### src/design/sorted_interval_merge_defines.svh
// Assertion macros for the interval merger; only simrg_queue uses them.
`ifndef SORTED_INTERVAL_MERGE_DEFINES_SVH
`define SORTED_INTERVAL_MERGE_DEFINES_SVH

// Checked on every clock edge outside reset.
`define SIM_ASSERT(label, prop, msg) \
  label: assert property (@(posedge clk) disable iff (!rst_n) prop) else $error(msg);

// Checked on every clock edge, reset included.
`define SIM_ASSERT_ALWAYS(label, prop, msg) \
  label: assert property (@(posedge clk) prop) else $error(msg);

`endif

### src/design/simrg_pkg.sv
// Types, codes and constants of the sorted interval merger.
package simrg_pkg;

  localparam int unsigned QUEUE_DEPTH = 4;
  localparam int unsigned TOTAL_W     = 48;
  localparam logic [TOTAL_W-1:0] TOTAL_MAX = {TOTAL_W{1'b1}};

  localparam logic KIND_IV  = 1'b0;
  localparam logic KIND_END = 1'b1;

  typedef enum logic [1:0] {
    STAT_MERGED   = 2'd0,
    STAT_UNSORTED = 2'd1,
    STAT_EMPTY    = 2'd2
  } status_t;

  typedef enum logic [1:0] {
    OP_IV  = 2'd0,
    OP_END = 2'd1,
    OP_ERR = 2'd2
  } op_t;

  typedef struct packed {
    logic        kind;
    logic [15:0] seq_id;
    logic [31:0] iv_start;
    logic [31:0] iv_end;
  } in_item_t;

  typedef struct packed {
    logic [1:0]         status;
    logic [15:0]        out_seq;
    logic [31:0]        out_start;
    logic [31:0]        out_end;
    logic [TOTAL_W-1:0] input_total;
    logic [TOTAL_W-1:0] merged_total;
  } out_item_t;

  // Classified word handed from front to back.
  typedef struct packed {
    op_t                op;
    logic [15:0]        seq;
    logic [31:0]        start;
    logic [31:0]        stop;
    logic [TOTAL_W-1:0] in_total;
  } q_item_t;

  function automatic logic [31:0] span_len(input logic [31:0] s, input logic [31:0] e);
    span_len = (e > s) ? (e - s) : 32'd0;
  endfunction

  function automatic logic [TOTAL_W-1:0] sat_add(input logic [TOTAL_W-1:0] acc,
                                                 input logic [31:0] v);
    logic [TOTAL_W:0] sum;
    sum = {1'b0, acc} + (TOTAL_W+1)'(v);
    sat_add = (sum >= {1'b0, TOTAL_MAX}) ? TOTAL_MAX : sum[TOTAL_W-1:0];
  endfunction

endpackage

### src/design/sorted_interval_merge.sv
// Top level of the sorted interval merger: front, word queue, back.
//
//   channel | direction | handshake          | word
//   --------+-----------+--------------------+-----------------------------
//   in_     | input     | in_valid/in_stall  | in_item_t: kind, id, start, end
//   out_    | output    | out_valid/out_stall| out_item_t: status, block, totals
//   cfg_    | input     | cfg_valid/cfg_ready| sort_check bit (always ready)
//
// One word per cycle sustained while neither in_stall nor out_stall holds the flow; a word that
// causes a result passes the queue entry, written at the accepting edge, then the result register.
// Synchronous active-low reset clears flags, pointers and totals; no clearing pass.
// in_stall rises only when the QDEPTH-entry queue is full.
// out_stall holds a valid result register and then stops the back end from draining the queue.
module sorted_interval_merge #(
  parameter int unsigned QDEPTH = simrg_pkg::QUEUE_DEPTH
) (
  input  logic                 clk,
  input  logic                 rst_n,
  input  logic                 in_valid,
  output logic                 in_stall,
  input  simrg_pkg::in_item_t  in_data,
  output logic                 out_valid,
  input  logic                 out_stall,
  output simrg_pkg::out_item_t out_data,
  input  logic                 cfg_valid,
  output logic                 cfg_ready,
  input  logic                 cfg_data
);

  logic               push, pop, q_full, q_valid;
  simrg_pkg::q_item_t push_item, q_head;

  simrg_front u_front (
    .clk       (clk),
    .rst_n     (rst_n),
    .in_valid  (in_valid),
    .in_stall  (in_stall),
    .in_data   (in_data),
    .cfg_valid (cfg_valid),
    .cfg_ready (cfg_ready),
    .cfg_data  (cfg_data),
    .q_full    (q_full),
    .push      (push),
    .push_item (push_item)
  );

  simrg_queue #(
    .QDEPTH (QDEPTH)
  ) u_queue (
    .clk       (clk),
    .rst_n     (rst_n),
    .push      (push),
    .push_item (push_item),
    .full      (q_full),
    .pop       (pop),
    .q_valid   (q_valid),
    .q_head    (q_head)
  );

  simrg_back u_back (
    .clk       (clk),
    .rst_n     (rst_n),
    .q_valid   (q_valid),
    .q_head    (q_head),
    .pop       (pop),
    .out_valid (out_valid),
    .out_stall (out_stall),
    .out_data  (out_data)
  );

endmodule

### src/design/simrg_front.sv
// Front end: takes words, checks sort order, keeps the input total, classifies.
module simrg_front (
  input  logic                clk,
  input  logic                rst_n,
  input  logic                in_valid,
  output logic                in_stall,
  input  simrg_pkg::in_item_t in_data,
  input  logic                cfg_valid,
  output logic                cfg_ready,
  input  logic                cfg_data,
  input  logic                q_full,
  output logic                push,
  output simrg_pkg::q_item_t  push_item
);

  logic                          sort_check_r;
  logic                          halted_r, halted_nxt;
  logic                          last_valid_r, last_valid_nxt;
  logic [15:0]                   last_seq_r, last_seq_nxt;
  logic [31:0]                   last_start_r, last_start_nxt;
  logic [simrg_pkg::TOTAL_W-1:0] sum_in_r, sum_in_nxt;

  logic                          accept;
  logic                          is_end;
  logic                          unsorted;
  logic [simrg_pkg::TOTAL_W-1:0] sum_upd;

  assign cfg_ready = 1'b1;
  assign in_stall  = q_full;
  assign accept    = in_valid && !in_stall;
  assign push      = accept && !halted_r;

  always_comb begin
    is_end   = (in_data.kind == simrg_pkg::KIND_END);
    unsorted = last_valid_r && (in_data.seq_id == last_seq_r) &&
               (in_data.iv_start < last_start_r);
    sum_upd  = simrg_pkg::sat_add(sum_in_r,
                                  simrg_pkg::span_len(in_data.iv_start, in_data.iv_end));

    halted_nxt     = halted_r;
    last_valid_nxt = last_valid_r;
    last_seq_nxt   = last_seq_r;
    last_start_nxt = last_start_r;
    sum_in_nxt     = sum_in_r;

    push_item.seq      = in_data.seq_id;
    push_item.start    = in_data.iv_start;
    push_item.stop     = in_data.iv_end;
    push_item.in_total = sum_in_r;

    priority if (is_end) begin
      push_item.op   = simrg_pkg::OP_END;
      last_valid_nxt = 1'b0;
    end else if (unsorted && sort_check_r) begin
      push_item.op = simrg_pkg::OP_ERR;
      halted_nxt   = 1'b1;
    end else begin
      push_item.op       = simrg_pkg::OP_IV;
      push_item.in_total = sum_upd;
      sum_in_nxt         = sum_upd;
      // an unsorted start merged silently does not move the check point
      if (!unsorted) begin
        last_valid_nxt = 1'b1;
        last_seq_nxt   = in_data.seq_id;
        last_start_nxt = in_data.iv_start;
      end
    end
  end

  always_ff @(posedge clk) begin
    if (!rst_n) begin
      sort_check_r <= 1'b1;
      halted_r     <= 1'b0;
      last_valid_r <= 1'b0;
      last_seq_r   <= '0;
      last_start_r <= '0;
      sum_in_r     <= '0;
    end else begin
      if (cfg_valid && cfg_ready) begin
        sort_check_r <= cfg_data;
      end
      if (push) begin
        halted_r     <= halted_nxt;
        last_valid_r <= last_valid_nxt;
        last_seq_r   <= last_seq_nxt;
        last_start_r <= last_start_nxt;
        sum_in_r     <= sum_in_nxt;
      end
    end
  end

endmodule

### src/design/simrg_queue.sv
// Short FIFO of classified words between front and back.
`include "sorted_interval_merge_defines.svh"

module simrg_queue #(
  parameter int unsigned QDEPTH = simrg_pkg::QUEUE_DEPTH
) (
  input  logic               clk,
  input  logic               rst_n,
  input  logic               push,
  input  simrg_pkg::q_item_t push_item,
  output logic               full,
  input  logic               pop,
  output logic               q_valid,
  output simrg_pkg::q_item_t q_head
);

  localparam int unsigned PW = (QDEPTH > 1) ? $clog2(QDEPTH) : 1;
  localparam int unsigned CW = $clog2(QDEPTH + 1);

  simrg_pkg::q_item_t mem_r [QDEPTH];
  logic [PW-1:0]      wptr_r, rptr_r;
  logic [CW-1:0]      count_r, count_nxt;

  assign full    = (count_r == CW'(QDEPTH));
  assign q_valid = (count_r != '0);
  assign q_head  = mem_r[rptr_r];

  always_comb begin
    count_nxt = count_r;
    unique case ({push, pop})
      2'b10:   count_nxt = count_r + 1'b1;
      2'b01:   count_nxt = count_r - 1'b1;
      default: count_nxt = count_r;
    endcase
  end

  always_ff @(posedge clk) begin
    if (push) begin
      mem_r[wptr_r] <= push_item;
    end
  end

  always_ff @(posedge clk) begin
    if (!rst_n) begin
      wptr_r  <= '0;
      rptr_r  <= '0;
      count_r <= '0;
    end else begin
      if (push) begin
        wptr_r <= (wptr_r == PW'(QDEPTH - 1)) ? '0 : wptr_r + 1'b1;
      end
      if (pop) begin
        rptr_r <= (rptr_r == PW'(QDEPTH - 1)) ? '0 : rptr_r + 1'b1;
      end
      count_r <= count_nxt;
    end
  end

  `SIM_ASSERT(a_no_overflow, push |-> !full, "push into full queue")
  `SIM_ASSERT(a_no_underflow, pop |-> q_valid, "pop from empty queue")
  `SIM_ASSERT(a_count_up, (push && !pop) |=> count_r == $past(count_r) + 1'b1, "count lost a push")
  `SIM_ASSERT(a_count_down, (pop && !push) |=> count_r == $past(count_r) - 1'b1, "count lost a pop")
  `SIM_ASSERT(a_count_range, count_r <= CW'(QDEPTH), "count beyond depth")

endmodule

### src/design/simrg_back.sv
// Back end: holds the open block, merges, keeps merged total, drives the result register.
module simrg_back (
  input  logic                 clk,
  input  logic                 rst_n,
  input  logic                 q_valid,
  input  simrg_pkg::q_item_t   q_head,
  output logic                 pop,
  output logic                 out_valid,
  input  logic                 out_stall,
  output simrg_pkg::out_item_t out_data
);

  logic                          open_r, open_nxt;
  logic [15:0]                   bseq_r, bseq_nxt;
  logic [31:0]                   bstart_r, bstart_nxt;
  logic [31:0]                   bend_r, bend_nxt;
  logic [simrg_pkg::TOTAL_W-1:0] msum_r, msum_nxt;
  logic                          out_valid_r, out_valid_nxt;
  simrg_pkg::out_item_t          out_data_r, out_data_nxt;

  logic                          emit;
  logic [simrg_pkg::TOTAL_W-1:0] msum_upd;
  logic                          new_block;

  assign pop       = q_valid && (!out_valid_r || !out_stall);
  assign out_valid = out_valid_r;
  assign out_data  = out_data_r;

  always_comb begin
    msum_upd  = simrg_pkg::sat_add(msum_r, simrg_pkg::span_len(bstart_r, bend_r));
    new_block = !open_r || (q_head.seq != bseq_r) || (q_head.start > bend_r);

    open_nxt   = open_r;
    bseq_nxt   = bseq_r;
    bstart_nxt = bstart_r;
    bend_nxt   = bend_r;
    msum_nxt   = msum_r;
    emit       = 1'b0;

    out_data_nxt.status       = simrg_pkg::STAT_MERGED;
    out_data_nxt.out_seq      = bseq_r;
    out_data_nxt.out_start    = bstart_r;
    out_data_nxt.out_end      = bend_r;
    out_data_nxt.input_total  = q_head.in_total;
    out_data_nxt.merged_total = msum_upd;

    unique case (q_head.op)
      simrg_pkg::OP_END: begin
        emit     = 1'b1;
        open_nxt = 1'b0;
        if (open_r) begin
          msum_nxt = msum_upd;
        end else begin
          out_data_nxt.status       = simrg_pkg::STAT_EMPTY;
          out_data_nxt.out_seq      = '0;
          out_data_nxt.out_start    = '0;
          out_data_nxt.out_end      = '0;
          out_data_nxt.merged_total = msum_r;
        end
      end
      simrg_pkg::OP_ERR: begin
        emit                      = 1'b1;
        out_data_nxt.status       = simrg_pkg::STAT_UNSORTED;
        out_data_nxt.out_seq      = q_head.seq;
        out_data_nxt.out_start    = q_head.start;
        out_data_nxt.out_end      = q_head.stop;
        out_data_nxt.merged_total = msum_r;
      end
      simrg_pkg::OP_IV: begin
        if (new_block) begin
          emit       = open_r;
          msum_nxt   = open_r ? msum_upd : msum_r;
          open_nxt   = 1'b1;
          bseq_nxt   = q_head.seq;
          bstart_nxt = q_head.start;
          bend_nxt   = q_head.stop;
        end else if (q_head.stop > bend_r) begin
          bend_nxt = q_head.stop;
        end
      end
      default: begin
        emit = 1'b0;
      end
    endcase

    out_valid_nxt = (out_valid_r && out_stall) || (pop && emit);
  end

  always_ff @(posedge clk) begin
    if (pop) begin
      bseq_r   <= bseq_nxt;
      bstart_r <= bstart_nxt;
      bend_r   <= bend_nxt;
    end
    if (pop && emit) begin
      out_data_r <= out_data_nxt;
    end
  end

  always_ff @(posedge clk) begin
    if (!rst_n) begin
      open_r      <= 1'b0;
      msum_r      <= '0;
      out_valid_r <= 1'b0;
    end else begin
      if (pop) begin
        open_r <= open_nxt;
        msum_r <= msum_nxt;
      end
      out_valid_r <= out_valid_nxt;
    end
  end

endmodule
### config.mk
export PLATFORM = sky130hd
export DESIGN_NAME = sorted_interval_merge
export DESIGN_NICKNAME = d
export VERILOG_FILES = /design/src/design/simrg_pkg.sv /design/src/design/sorted_interval_merge.sv /design/src/design/simrg_front.sv /design/src/design/simrg_queue.sv /design/src/design/simrg_back.sv
export VERILOG_INCLUDE_DIRS = /design/src /design/src/design
export SDC_FILE = /design/constraint.sdc
export NUM_CORES = 2
export LEC_CHECK = 0
export ABC_AREA = 1
export BUFFER_PORTS_ARGS = -buffer_cell sky130_fd_sc_hd__buf_2
export CORE_MARGIN = 2
export CORE_UTILIZATION = 62
export DETAILED_ROUTE_END_ITERATION = 6
export PLACE_DENSITY = 0.81
export RECOVER_POWER = 50
export SYNTH_ARGS = -nofsm -noshare
export SYNTH_HDL_FRONTEND = slang
export SYNTH_SLANG_ARGS = --single-unit
### constraint.sdc
create_clock -name clk -period 10.7 [get_ports clk]
set_input_delay 1.605 -clock clk [delete_from_list [all_inputs] [get_ports clk]]
set_output_delay 1.605 -clock clk [all_outputs]
set_load 0.02 [all_outputs]
==> flow_metrics.tcl <==
set metrics [dict create \
    status "finished, violations left" \
    violations "max-capacitance violations, max-slew violations" \
    final_nets 6177 \
    drc 0 \
    yosysTopAreaCellShare_pct 46.8 \
    areaGrowthSynthToFinish_pct 10.1 \
    grt_first_pass_wirelength_um 224000 \
    ir_drop_mv 0.274 \
    setup-violations-final 0 \
    die_x_um 288 \
    cts.path.max_buffers 3 \
    hold_buffers 0 \
    cts_tree "done" \
    tightest_slew_ns 8.69 \
    ys_seq_area_share_pct 53.2 \
    rsz0062_at_grt "false" \
    async_flop_share_pct 0 \
    port_buffers 266 \
    final_hold_viol_count 0 \
    clkTransAtPathRegs_ns 0.05 \
    cap_viol_max_count 11 \
    fin_crit_ns 8.74 \
    cts_buffers 94 \
    root_buffer "clkbuf_16" \
    wl_um 149000 \
    path_cells "clkbuf_1, nand3_1, nor2_4, clkbuf_1" \
    clock_skew_ns 0.0272 \
    slew_headroom_pct -479 \
    grt_overflow 0 \
    synth_area_leaders "edfxtp_1 47%, nand2_1 9.0%, dfxtp_1 6.3%, ha_1 5.8%, inv_1 5.5%" \
    synth_area_mm2 0.0499 \
    cts_setup_buffers 0 \
    grt_pass1_vias 39494 \
    gp_congestion 1.03 \
    syn-instance-count 5668 \
    setup.worst_path.class "input port to flop" \
    fin_area_mm2 0.0549 \
    crit_required_ns 10.70 \
    cts_sinks 936 \
    dp_hpwl_um 105000 \
    vias 41515 \
    clk_latency_ns 0.68 \
    hp-class "flop to flop" \
    end_kind "flop" \
    crit_path_max_incr_delay_ns 6.02 \
    dieArea_mm2 0.0827 \
    via_per_inst 5.92 \
    fp.dieH_um 288 \
    setup-tns-final_ns 0 \
    finalMaxSlewViolations 661 \
    syn-num-nets 5993 \
    p_leak_uw 0.0228 \
    cts_resized 0 \
    arrival_ns 8.74 \
    ios 268 \
    post-route-period-util_pct 81.7 \
    initial_core_util_pct 62.3 \
    post_drt_wl_per_cell_um 21.2 \
    synth_cell_types 59 \
    synth-seq-cells 936 \
    dp_cells 6816 \
    grt_max_degree 131 \
    fin_cells 7013 \
    grt.total_usage_pct 35.4 \
    rrSetupSlack_ns 2.06 \
    cts.htree.levels 3 \
    antenna_found_initial 19 \
    crit_top_cell "clkbuf_1" \
    core_mm2 0.0800 \
    synth_edf_count 778 \
    powerDensity_mw_per_mm2 311 \
    synth_area_leader_cell "edfxtp_1" \
    first_pass_iters 6 \
    drt_iter0_markers 4067 \
    drive_gt1_share_pct 5.11 \
    std_cell_rows 104 \
    crit_fanout 130 \
    ys_warn_count 0 \
    max_freq_mhz 114 \
    detailed_place.area_mm2 0.0520 \
    synth_flop_cell "edfxtp_1" \
    crit_slowest_cell "clkbuf_1" \
    antenna_left 0 \
    startpoint_type "input port" \
    syn_avg_cell_area_um2 8.80 \
]
metal layers:
metal / GRT usage, % / vias up / wire length [µm]
met4: 17.9 / 4 / 7700
li1: - / 19604 / -
met2: 58.3 / 1958 / 70300
met3: 5.95 / 384 / 13500
met1: 45.4 / 19565 / 57200
met5: 0 / - / 22
cell type report:
cell class / count / area, µm²
Sequential cell: 936 / 26500
Fill cell: 6315 / 25100
Multi-Input combinational cell: 3760 / 19600
Inverter: 757 / 2860
Clock buffer: 120 / 2560
Tap cell: 1060 / 1330
Timing Repair Buffer: 303 / 1250
Clock inverter: 56 / 714
Antenna cell: 21 / 52.6
worst paths after layout:
| path | depth (start not counted) | to | start |
|---|---|---|---|
| max | 4 | u_queue.mem_r[2][61]$_DFFE_PP_ | in_valid |
| min | 2 | u_front.last_start_r[9]$_SDFFE_PN0P_ | u_front.last_start_r[9]$_SDFFE_PN0P_ |
| max reg2reg | 18 | u_back.out_data[85]$_DFFE_PP_ | flop |
| min reg2reg | 2 | u_front.last_start_r[9]$_SDFFE_PN0P_ | u_front.last_start_r[9]$_SDFFE_PN0P_ |
Yosys cell counts, drive strengths merged, types with 130 or more instances:
library cell / count
ha: 233
nand4: 139
dfxtp: 158
o21ai: 534
a21oi: 353
nand2: 1210
nor2: 597
inv: 752
o22ai: 130
nand3: 239
edfxtp: 778
clkbuf: 158
power breakdown:
group | switching (µW) | leakage [µW] | total [µW] | internal [µW]
registers | 415 | 0.00850 | 5740 | 5330
logic | 5780 | 0.0127 | 7850 | 2070
clock network | 1440 | 0.00160 | 3470 | 2030
registers in the layout (all words and copies together), names as in the netlist, named ones only:
| register | count |
|---|---|
| u_back.out_data | 178 |
| u_queue.wptr_r | 2 |
| u_queue.rptr_r | 2 |
| u_back.bend_r | 32 |
| u_back.msum_r | 48 |
| u_back.bseq_r | 16 |
| u_back.bstart_r | 32 |
| u_front.last_start_r | 32 |
| u_front.sum_in_r | 48 |
| u_front.last_valid_r | 1 |
| u_back.open_r | 1 |
| u_queue.count_r | 3 |
| u_queue.mem_r | 520 |
| u_front.last_seq_r | 16 |
| u_back.out_valid | 1 |
| u_front.halted_r | 1 |
| u_front.sort_check_r | 1 |
worst max-delay path, delay by kind of cell:
family | cells | cell delay [ns]
and+or+nand+nor | 2 | 0.66
buffers and inverters | 2 | 6.32
stage by stage:
stage               setup WS (ns)  hold slack (ns)  utilization (%)  total power, µW
floorplan                    2.77            0.424                -            10900
global placement             2.20            0.436             65.0            13300
detailed placement           1.97            0.452             65.0            13500
CTS                          2.65            0.460             69.0            17000
global route                 1.48            0.481             68.6            18000
finish                       1.96            0.457             68.6            17100
kinds of logic after synthesis:
group | Yosys count | synth area share (%)
other cells | 1 | 0.00752
simple gates | 2328 | 19.7
buf+inv | 972 | 7.53
flops | 936 | 53.2
fa+ha+maj | 238 | 6.05
xor+xnor | 93 | 1.65
compound gates | 1100 | 11.9
layout by cell type, fill, tap and decap left out, types with 8 or more instances in the layout:
cell       netlist  layout
nand2_1       1201    1198
edfxtp_1       778     778
inv_1          729     724
nor2_1         587     586
o21ai_0        485     485
a21oi_1        347     346
clkbuf_1       158     289
nand3_1        236     236
ha_1           233     233
dfxtp_1        158     156
nand4_1        139     139
o22ai_1        130     130
clkbuf_16        0      97
or2_2           50      50
o21ai_1         49      49
xor2_1          46      46
xnor2_1         46      46
nor3_1          33      33
buf_4            3      29
inv_2           22      25
nand3b_1        23      23
diode_2          0      21
nor4_1          19      19
clkinv_2         0      16
clkinv_1         5      14
bufinv_16        0      13
nand2_2          9      12
a21o_1          11      11
nor2_2          10      10
a31oi_1         10      10
o21a_1          10      10
a211oi_1         8       8
No activity file was read; power rests on OpenSTA's default activity.
